### config.mk
export PLATFORM = sky130hd
export DESIGN_NAME = character_raster_video_generator_flat
export DESIGN_NICKNAME = d
export VERILOG_FILES = /design/src/design/crvg_pkg.sv /design/src/design/crvg_if.sv /design/src/design/character_raster_video_generator.sv /design/src/flat_wrapper.sv
export SDC_FILE = /design/constraint.sdc
export NUM_CORES = 1
export LEC_CHECK = 0
export BUFFER_PORTS_ARGS = -buffer_cell sky130_fd_sc_hd__buf_4
export CAP_MARGIN = 20
export CORE_MARGIN = 2
export CORE_UTILIZATION = 53
export DETAILED_ROUTE_END_ITERATION = 12
export PLACE_DENSITY = 0.84
export SYNTH_ARGS = -nofsm -noshare
export SYNTH_HDL_FRONTEND = slang
export SYNTH_SLANG_ARGS = --single-unit
export TNS_END_PERCENT = 30
### constraint.sdc
create_clock -name clock -period 4.65 [get_ports clock]
set_input_delay 0.465 -clock clock [delete_from_list [all_inputs] [get_ports clock]]
set_output_delay 0.465 -clock clock [all_outputs]
set_load 0.01 [all_outputs]
### src/design/crvg_pkg.sv
// ----------------------------------------------------------------------------
// crvg_pkg
// Shared codes, geometry and constants of the character raster generator.
// ----------------------------------------------------------------------------
`default_nettype none

package crvg_pkg;

   // input item kinds
   localparam logic [1:0] KIND_BUS_WRITE   = 2'd0;
   localparam logic [1:0] KIND_BUS_READ    = 2'd1;
   localparam logic [1:0] KIND_PIXEL_TICK  = 2'd2;
   localparam logic [1:0] KIND_FETCH_REPLY = 2'd3;

   // result item kinds
   localparam logic [1:0] RES_READ_DATA = 2'd0;
   localparam logic [1:0] RES_FETCH     = 2'd1;
   localparam logic [1:0] RES_PIXEL     = 2'd2;

   // register selects
   localparam logic [3:0] REG_CONTROL_ONE = 4'd0;
   localparam logic [3:0] REG_CONTROL_TWO = 4'd1;
   localparam logic [3:0] REG_RASTER      = 4'd2;
   localparam logic [3:0] REG_BACKGROUND  = 4'd3;
   localparam logic [3:0] REG_BORDER      = 4'd4;
   localparam logic [3:0] REG_SCREEN_BASE = 4'd5;
   localparam logic [3:0] REG_GLYPH_BASE  = 4'd6;

   // fetch phases
   localparam logic [1:0] PHASE_IDLE   = 2'd0;
   localparam logic [1:0] PHASE_SCREEN = 2'd1;
   localparam logic [1:0] PHASE_GLYPH  = 2'd2;

   // raster geometry
   localparam logic [7:0] SCREEN_WIDTH  = 8'd232;
   localparam logic [8:0] SCREEN_HEIGHT = 9'd272;
   localparam logic [7:0] BORDER_LEFT   = 8'd48;
   localparam logic [7:0] BORDER_RIGHT  = 8'd8;
   localparam logic [8:0] BORDER_TOP    = 9'd40;
   localparam logic [8:0] BORDER_BOTTOM = 9'd48;

   localparam logic [15:0] CELLS_PER_ROW     = 16'd22;
   localparam logic [15:0] SCREEN_BASE_RESET = 16'h1E00;
   localparam logic [15:0] GLYPH_BASE_RESET  = 16'h1000;
   localparam logic [7:0]  BASE_MASK         = 8'hF0;
   localparam logic [7:0]  UNMAPPED_READ     = 8'hFF;
   localparam logic [3:0]  PATTERN_COLOR     = 4'd1;

endpackage : crvg_pkg

`default_nettype wire

### src/design/crvg_if.sv
// ----------------------------------------------------------------------------
// crvg channel interfaces
// Valid/ready channels for request items, result items and the control write.
// ----------------------------------------------------------------------------
`default_nettype none

interface crvg_req_if;
   logic        valid;
   logic        ready;
   logic [1:0]  kind;
   logic [15:0] bus_addr;
   logic [7:0]  data;

   modport source (output valid, output kind, output bus_addr, output data, input ready);
   modport sink   (input valid, input kind, input bus_addr, input data, output ready);
endinterface : crvg_req_if

interface crvg_rsp_if;
   logic        valid;
   logic        ready;
   logic [1:0]  result_kind;
   logic [7:0]  read_data;
   logic [15:0] fetch_addr;
   logic [7:0]  pixel_x;
   logic [8:0]  pixel_y;
   logic [3:0]  pixel_color;

   modport source (output valid, output result_kind, output read_data, output fetch_addr,
                   output pixel_x, output pixel_y, output pixel_color, input ready);
   modport sink   (input valid, input result_kind, input read_data, input fetch_addr,
                   input pixel_x, input pixel_y, input pixel_color, output ready);
endinterface : crvg_rsp_if

interface crvg_csr_if;
   logic valid;
   logic ready;
   logic fetch_enable;

   modport source (output valid, output fetch_enable, input ready);
   modport sink   (input valid, input fetch_enable, output ready);
endinterface : crvg_csr_if

`default_nettype wire

### src/design/character_raster_video_generator.sv
// ----------------------------------------------------------------------------
// character_raster_video_generator
// Character-mode raster generator with register file and fetch sequencing.
// ----------------------------------------------------------------------------
// Takes one request item per clock. Each item is decoded against the register
// file and beam state in the cycle it is accepted, and its result (read data,
// a memory fetch request or a pixel) lands in a single output register the
// next cycle; bus writes and unanswered replies produce nothing. The request
// side stays ready whenever that output register is empty or being drained,
// so the sustained rate is one item per cycle, bounded by the result register.
// An active pixel takes two fetch round trips through the reply input before
// it is emitted; a tick in the meantime abandons the pending pixel.
`default_nettype none

module character_raster_video_generator
   import crvg_pkg::*;
(
   input  wire        clock,
   input  wire        reset,
   crvg_req_if.sink   req_chan,
   crvg_rsp_if.source rsp_chan,
   crvg_csr_if.sink   csr_chan
);

   logic        fetch_enable_ff;
   logic [7:0]  control_one_ff, control_two_ff, raster_ff;
   logic [3:0]  background_ff, border_ff;
   logic [15:0] screen_base_ff, glyph_base_ff;
   logic [7:0]  column_ff;
   logic [8:0]  line_ff;
   logic [1:0]  phase_ff;
   logic [7:0]  pend_column_ff;
   logic [8:0]  pend_line_ff;

   logic        out_valid_ff, out_valid_in;
   logic [1:0]  out_kind_ff, out_kind_in;
   logic [7:0]  out_read_ff, out_read_in;
   logic [15:0] out_addr_ff, out_addr_in;
   logic [7:0]  out_x_ff, out_x_in;
   logic [8:0]  out_y_ff, out_y_in;
   logic [3:0]  out_color_ff, out_color_in;

   logic        accept;
   logic [3:0]  reg_sel;
   logic        in_border;
   logic [7:0]  col_off;
   logic [8:0]  line_off;
   logic [15:0] screen_addr;
   logic [7:0]  pend_col_off;
   logic [8:0]  pend_line_off;
   logic [15:0] glyph_addr;
   logic [2:0]  bit_sel;
   logic        pattern_bit;

   assign req_chan.ready = !out_valid_ff || rsp_chan.ready;
   assign csr_chan.ready = 1'b1;
   assign accept         = req_chan.valid && req_chan.ready;
   assign reg_sel        = req_chan.bus_addr[3:0];

   assign in_border = (column_ff < BORDER_LEFT) || (column_ff >= SCREEN_WIDTH - BORDER_RIGHT) ||
                      (line_ff < BORDER_TOP) || (line_ff >= SCREEN_HEIGHT - BORDER_BOTTOM);

   assign col_off     = column_ff - BORDER_LEFT;
   assign line_off    = line_ff - BORDER_TOP;
   assign screen_addr = screen_base_ff + 16'(line_off[8:3]) * CELLS_PER_ROW
                        + 16'(col_off[7:3]);

   assign pend_col_off  = pend_column_ff - BORDER_LEFT;
   assign pend_line_off = pend_line_ff - BORDER_TOP;
   assign glyph_addr    = glyph_base_ff + {5'd0, req_chan.data, 3'd0}
                          + 16'(pend_line_off[2:0]);
   assign bit_sel       = 3'd7 - pend_col_off[2:0];
   assign pattern_bit   = req_chan.data[bit_sel];

   always_comb begin
      out_valid_in = out_valid_ff && !rsp_chan.ready;
      out_kind_in  = out_kind_ff;
      out_read_in  = out_read_ff;
      out_addr_in  = out_addr_ff;
      out_x_in     = out_x_ff;
      out_y_in     = out_y_ff;
      out_color_in = out_color_ff;
      if (accept) begin
         out_valid_in = 1'b0;
         out_read_in  = 8'd0;
         out_addr_in  = 16'd0;
         out_x_in     = 8'd0;
         out_y_in     = 9'd0;
         out_color_in = 4'd0;
         case (req_chan.kind)
            KIND_BUS_READ: begin
               out_valid_in = 1'b1;
               out_kind_in  = RES_READ_DATA;
               case (reg_sel)
                  REG_CONTROL_ONE: out_read_in = control_one_ff;
                  REG_CONTROL_TWO: out_read_in = control_two_ff;
                  REG_RASTER:      out_read_in = raster_ff;
                  REG_BACKGROUND:  out_read_in = {4'd0, background_ff};
                  REG_BORDER:      out_read_in = {4'd0, border_ff};
                  default:         out_read_in = UNMAPPED_READ;
               endcase
            end
            KIND_PIXEL_TICK: begin
               out_valid_in = 1'b1;
               if (in_border || !fetch_enable_ff) begin
                  out_kind_in  = RES_PIXEL;
                  out_x_in     = column_ff;
                  out_y_in     = line_ff;
                  out_color_in = in_border ? border_ff : background_ff;
               end else begin
                  out_kind_in = RES_FETCH;
                  out_addr_in = screen_addr;
               end
            end
            KIND_FETCH_REPLY: begin
               if (phase_ff == PHASE_SCREEN) begin
                  out_valid_in = 1'b1;
                  out_kind_in  = RES_FETCH;
                  out_addr_in  = glyph_addr;
               end else if (phase_ff == PHASE_GLYPH) begin
                  out_valid_in = 1'b1;
                  out_kind_in  = RES_PIXEL;
                  out_x_in     = pend_column_ff;
                  out_y_in     = pend_line_ff;
                  out_color_in = pattern_bit ? PATTERN_COLOR : background_ff;
               end
            end
            default: begin
            end
         endcase
      end
   end

   // result register payload
   always_ff @(posedge clock) begin
      out_kind_ff  <= out_kind_in;
      out_read_ff  <= out_read_in;
      out_addr_ff  <= out_addr_in;
      out_x_ff     <= out_x_in;
      out_y_ff     <= out_y_in;
      out_color_ff <= out_color_in;
   end

   always_ff @(posedge clock) begin
      if (reset) begin
         out_valid_ff    <= 1'b0;
         fetch_enable_ff <= 1'b1;
         control_one_ff  <= 8'd0;
         control_two_ff  <= 8'd0;
         raster_ff       <= 8'd0;
         background_ff   <= 4'd0;
         border_ff       <= 4'd0;
         screen_base_ff  <= SCREEN_BASE_RESET;
         glyph_base_ff   <= GLYPH_BASE_RESET;
         column_ff       <= 8'd0;
         line_ff         <= 9'd0;
         phase_ff        <= PHASE_IDLE;
         pend_column_ff  <= 8'd0;
         pend_line_ff    <= 9'd0;
      end else begin
         out_valid_ff <= out_valid_in;
         if (csr_chan.valid) begin
            fetch_enable_ff <= csr_chan.fetch_enable;
         end
         if (accept) begin
            case (req_chan.kind)
               KIND_BUS_WRITE: begin
                  case (reg_sel)
                     REG_CONTROL_ONE: control_one_ff <= req_chan.data;
                     REG_CONTROL_TWO: control_two_ff <= req_chan.data;
                     REG_RASTER:      raster_ff      <= req_chan.data;
                     REG_BACKGROUND:  background_ff  <= req_chan.data[3:0];
                     REG_BORDER:      border_ff      <= req_chan.data[3:0];
                     REG_SCREEN_BASE:
                        screen_base_ff <= {2'd0, req_chan.data & BASE_MASK, 6'd0};
                     REG_GLYPH_BASE:
                        glyph_base_ff <= {2'd0, req_chan.data & BASE_MASK, 6'd0};
                     default: begin
                     end
                  endcase
               end
               KIND_PIXEL_TICK: begin
                  if (in_border || !fetch_enable_ff) begin
                     phase_ff <= PHASE_IDLE;
                  end else begin
                     phase_ff       <= PHASE_SCREEN;
                     pend_column_ff <= column_ff;
                     pend_line_ff   <= line_ff;
                  end
                  // advance beam
                  if (column_ff == SCREEN_WIDTH - 8'd1) begin
                     column_ff <= 8'd0;
                     line_ff   <= (line_ff == SCREEN_HEIGHT - 9'd1) ? 9'd0 : line_ff + 9'd1;
                  end else begin
                     column_ff <= column_ff + 8'd1;
                  end
               end
               KIND_FETCH_REPLY: begin
                  if (phase_ff == PHASE_SCREEN) begin
                     phase_ff <= PHASE_GLYPH;
                  end else if (phase_ff == PHASE_GLYPH) begin
                     phase_ff <= PHASE_IDLE;
                  end
               end
               default: begin
               end
            endcase
         end
      end
   end

   assign rsp_chan.valid       = out_valid_ff;
   assign rsp_chan.result_kind = out_kind_ff;
   assign rsp_chan.read_data   = out_read_ff;
   assign rsp_chan.fetch_addr  = out_addr_ff;
   assign rsp_chan.pixel_x     = out_x_ff;
   assign rsp_chan.pixel_y     = out_y_ff;
   assign rsp_chan.pixel_color = out_color_ff;

endmodule : character_raster_video_generator

`default_nettype wire

### src/flat_wrapper.sv
// flat-port wrapper written by rule: the top's interface ports become plain ports
module character_raster_video_generator_flat import crvg_pkg::*;
  (clock, reset, req_chan_valid, req_chan_kind, req_chan_bus_addr, req_chan_data, req_chan_ready, rsp_chan_valid, rsp_chan_result_kind, rsp_chan_read_data, rsp_chan_fetch_addr, rsp_chan_pixel_x, rsp_chan_pixel_y, rsp_chan_pixel_color, rsp_chan_ready, csr_chan_valid, csr_chan_fetch_enable, csr_chan_ready);
  crvg_req_if req_chan_i ();
  crvg_rsp_if rsp_chan_i ();
  crvg_csr_if csr_chan_i ();
  input  wire clock;
  input  wire reset;
  input wire logic [$bits(req_chan_i.valid)-1:0] req_chan_valid;
  input wire logic [$bits(req_chan_i.kind)-1:0] req_chan_kind;
  input wire logic [$bits(req_chan_i.bus_addr)-1:0] req_chan_bus_addr;
  input wire logic [$bits(req_chan_i.data)-1:0] req_chan_data;
  output wire logic [$bits(req_chan_i.ready)-1:0] req_chan_ready;
  output wire logic [$bits(rsp_chan_i.valid)-1:0] rsp_chan_valid;
  output wire logic [$bits(rsp_chan_i.result_kind)-1:0] rsp_chan_result_kind;
  output wire logic [$bits(rsp_chan_i.read_data)-1:0] rsp_chan_read_data;
  output wire logic [$bits(rsp_chan_i.fetch_addr)-1:0] rsp_chan_fetch_addr;
  output wire logic [$bits(rsp_chan_i.pixel_x)-1:0] rsp_chan_pixel_x;
  output wire logic [$bits(rsp_chan_i.pixel_y)-1:0] rsp_chan_pixel_y;
  output wire logic [$bits(rsp_chan_i.pixel_color)-1:0] rsp_chan_pixel_color;
  input wire logic [$bits(rsp_chan_i.ready)-1:0] rsp_chan_ready;
  input wire logic [$bits(csr_chan_i.valid)-1:0] csr_chan_valid;
  input wire logic [$bits(csr_chan_i.fetch_enable)-1:0] csr_chan_fetch_enable;
  output wire logic [$bits(csr_chan_i.ready)-1:0] csr_chan_ready;
  assign req_chan_i.valid = req_chan_valid;
  assign req_chan_i.kind = req_chan_kind;
  assign req_chan_i.bus_addr = req_chan_bus_addr;
  assign req_chan_i.data = req_chan_data;
  assign req_chan_ready = req_chan_i.ready;
  assign rsp_chan_valid = rsp_chan_i.valid;
  assign rsp_chan_result_kind = rsp_chan_i.result_kind;
  assign rsp_chan_read_data = rsp_chan_i.read_data;
  assign rsp_chan_fetch_addr = rsp_chan_i.fetch_addr;
  assign rsp_chan_pixel_x = rsp_chan_i.pixel_x;
  assign rsp_chan_pixel_y = rsp_chan_i.pixel_y;
  assign rsp_chan_pixel_color = rsp_chan_i.pixel_color;
  assign rsp_chan_i.ready = rsp_chan_ready;
  assign csr_chan_i.valid = csr_chan_valid;
  assign csr_chan_i.fetch_enable = csr_chan_fetch_enable;
  assign csr_chan_ready = csr_chan_i.ready;
  character_raster_video_generator u_core (.clock(clock), .reset(reset), .req_chan(req_chan_i), .rsp_chan(rsp_chan_i), .csr_chan(csr_chan_i));
endmodule
==> results.md <==
* Status: finished clean
* Global-route wire length before repair at 27200 microns
* Routed WL at 17300 microns
* Routed vias/inst at 6.02
* CP Max Fanout at 6
* Die area at 13900 sq um
* GP Congestion at 0.861
* Synth top area cells: dfxtp_1 (23%), edfxtp_1 (20%), ha_1 (6.9%)
* P per Cell Area at 315 nW/um^2
* Register area at 2990 sq um
* Post-CTS Hold Buffers at 0
* Min Tclk post-route at 4510 ps
* M2 GR Usage at 41.1%
* DR WL/cell at 18.1 microns
* Area occupied by multi-input gates at 3700 sq um
* Largest net degree at the start of global routing at 75
* Synth Area in Simple Gates at 17.4%
* Worst Setup Start Kind: register
* Post-synth top area share at 22.9%
* M3 GR Usage at 5.72%
* Row count at 41
* Worst IR Drop VDD at 0.259 mV
* Core area at 12700 sq um
* Share of layout cells above drive strength 1 at 21.6%
* Initial antenna violation count at 0
* Asr flop ratio synth at 0%
* Mean post-synth cell area at 9.93 sq um
* Worst-Margin Slew at 816 ps
* Worst Skew at 11.1 ps
* Netlist cell types at 81
* Largest family of logic cells by synthesized area: simple AND/OR/NAND/NOR gates
* Clock Tree Buf Depth at 2
* Post-synthesis cell count at 695
* Worst min path class: primary input to register
* GRT overflow at 0
* Post-DP HPWL at 11700 microns
* Final hold violations at 0
* CTS tree: yes
* Post-synth EDFFs at 47
* CTS clk-pin slew, worst paths at 60 ps
* Fillers at 956
* Fin crit share at 97.1%
* Rel. slew slack at 45.6%
* Most common cell in the netlist: dfxtp_1
* CP endpoint kind: register
* Most crowded layer after global routing: met2
* Finished Layout Cells at 954
* Port Buf Inserts at 68
* Overall global routing resource usage at 24.6%
* Inserted Clock Buffers at 17
* Post-Synth Adder-Cell Area at 8.34%
* Post-Synth XOR/XNOR Area at 3.41%
* Post-synthesis mux area share at 7.91%
* Complex-gate fraction of the synthesized area at 14.8%
* Clock root buffer: clkbuf_16
* Synthesized flop and latch total at 126
* Seq/Total Area, Yosys at 43.4%
* CP required at 4820 ps
* Drt drc at 0
* WS Path Type: register to register
* Fin nets at 844
* Max_cap viols at 0
* Total placed cells including tap cells at 919
* Total number of vias at 5740
* Most frequent cells after synthesis: dfxtp_1 (79), nor2_1 (75), nand2_1 (52)
* Achievable Freq at 222 MHz
* Yosys top cell by area: dfxtp_1
* M1 GR Usage at 29.6%
* H-tree levels at 4
* P&R area growth vs syn at 20.1%
* Die X at 118 microns
* Worst-skew pair later-pin latency at 430 ps
* Endpoints failing setup at 0
* Initial DRC Count at 587
* I/O pin count at 82
* Crit path DAT at 4680 ps
* # diodes at 0
* Vias in the first global route at 5668
* Cell Area, Synth at 6900 sq um
* Die height at 118 microns
* DRT antenna net count at 0
* Pleak at 3.43 nW
* Most used DFF post-synth: dfxtp_1
* Max-slew violation count at 0
* Ys Warns at 0
* Initial core utilization at 54.5%
* Syn_nets at 770
* Drt pass-1 iters at 5
* CTS Sinks at 126
* Worst hold margin at 245 ps
-- per-stage QoR --
step | power (mW) | util, % | setup slack, ps | cell area (sq um) | setup TNS, ps
global route | 2.68 | 65.4 | -111 | 8290 | -151
CTS | 2.62 | 64.7 | 20.6 | 8200 | 0
floorplan | 1.28 | - | 37.5 | 6910 | 0
finish | 2.61 | 65.4 | 136 | 8290 | 0
global placement | 1.35 | 59.9 | 118 | 7580 | 0
detailed placement | 1.35 | 59.9 | -245 | 7580 | -561
-- area by class of cell --
type | count | area share [%]
Clock buffer | 25 | 6.37
Clock inverter | 7 | 0.529
Inverter | 35 | 1.59
Multi-Input combinational cell | 499 | 44.6
Sequential cell | 126 | 36.1
Tap cell | 172 | 2.60
Timing Repair Buffer | 90 | 8.15
-- registers in the layout, summed over array words and instances, names as in the netlist, 8 cells and up --
signal,count
u_core.rsp_chan.pixel_y,9
u_core.rsp_chan.read_data,8
u_core.rsp_chan.pixel_x,8
u_core.raster_ff,8
u_core.control_two_ff,8
u_core.pend_line_ff,9
u_core.column_ff,8
u_core.control_one_ff,8
u_core.line_ff,9
u_core.pend_column_ff,8
u_core.rsp_chan.fetch_addr,16
-- critical path, cell delays in order (launching register included) --
cell and delay, ps:
dfxtp_1 330, buf_4 180, o21ai_4 200, xor2_2 200, ha_1 290, fa_1 480, ha_1 340, a211oi_2 250
nor2_2 110, o21a_1 200, nor2_2 90, xnor2_1 80, ha_2 380, nand2_2 100, a2111oi_4 400, or3_4 230
nand4_1 120, a32o_1 280
-- power by group --
group          switching, mW  internal [mW]
Clock                  0.488          0.788
Sequential            0.0107           1.17
Combinational         0.0917         0.0583
-- cell usage in the layout (no fill, tap or decap), types with 3 or more instances in the layout --
master and n:
mux2i_1 41, clkbuf_8 3, inv_1 32, buf_4 90
a21oi_1 38, inv_2 3, o31ai_1 3, inv_4 4
or2_2 3, nand3_1 22, a31o_1 3, nor3b_1 3
clkbuf_1 3, nand4_1 11, edfxtp_1 47, or3_1 3
xor2_1 7, nor2_1 73, nand4b_1 4, dfxtp_1 79
clkbuf_16 19, xnor2_1 16, nand2_1 51, nor2b_1 9
o21ai_0 14, nor3_1 17, a21o_1 3, a211o_1 6
a21boi_0 4, mux4_2 6, ha_1 35, a32o_1 4
nand2b_1 3, and3_1 6, o211ai_1 3, o21ai_1 17
o21a_1 9, fa_1 4, a22o_1 10
-- metal layers --
layer / up-vias / part of all wire (%)
met2: 293 / 50
li1: 2654 / -
met1: 2741 / 40
met3: 52 / 7.7
met5: - / 0
met4: 0 / 2.8
-- path summary, 6_finish.rpt --
path                                          startpoint  slack (ps)                             end  depth (start not counted)
worst min register to register  u_core.control_two_ff[7]         460        u_core.control_two_ff[7]                          2
worst max-delay path                   u_core.line_ff[3]         140  u_core.rsp_chan.fetch_addr[11]                         17
worst min-delay path               csr_chan_fetch_enable         250          u_core.fetch_enable_ff                          2
worst max register to register         u_core.line_ff[3]         140  u_core.rsp_chan.fetch_addr[11]                         17
-- cells by family after synthesis --
family	Yosys count
other cells	2
flops	126
compound gates	146
xor+xnor	26
fa+ha+maj	43
buf+inv	70
simple gates	235
mux	47
-- timing repair --
| item | in CTS | in global routing |
|---|---|---|
| gates cloned | 0 | 0 |
| endpoints found under the setup margin | 5 | 5 |
| pin swaps | 1 | 6 |
| buffers inserted | 0 | 3 |
| gates resized for setup | 9 | 15 |
(Power assumes the default switching activity.)
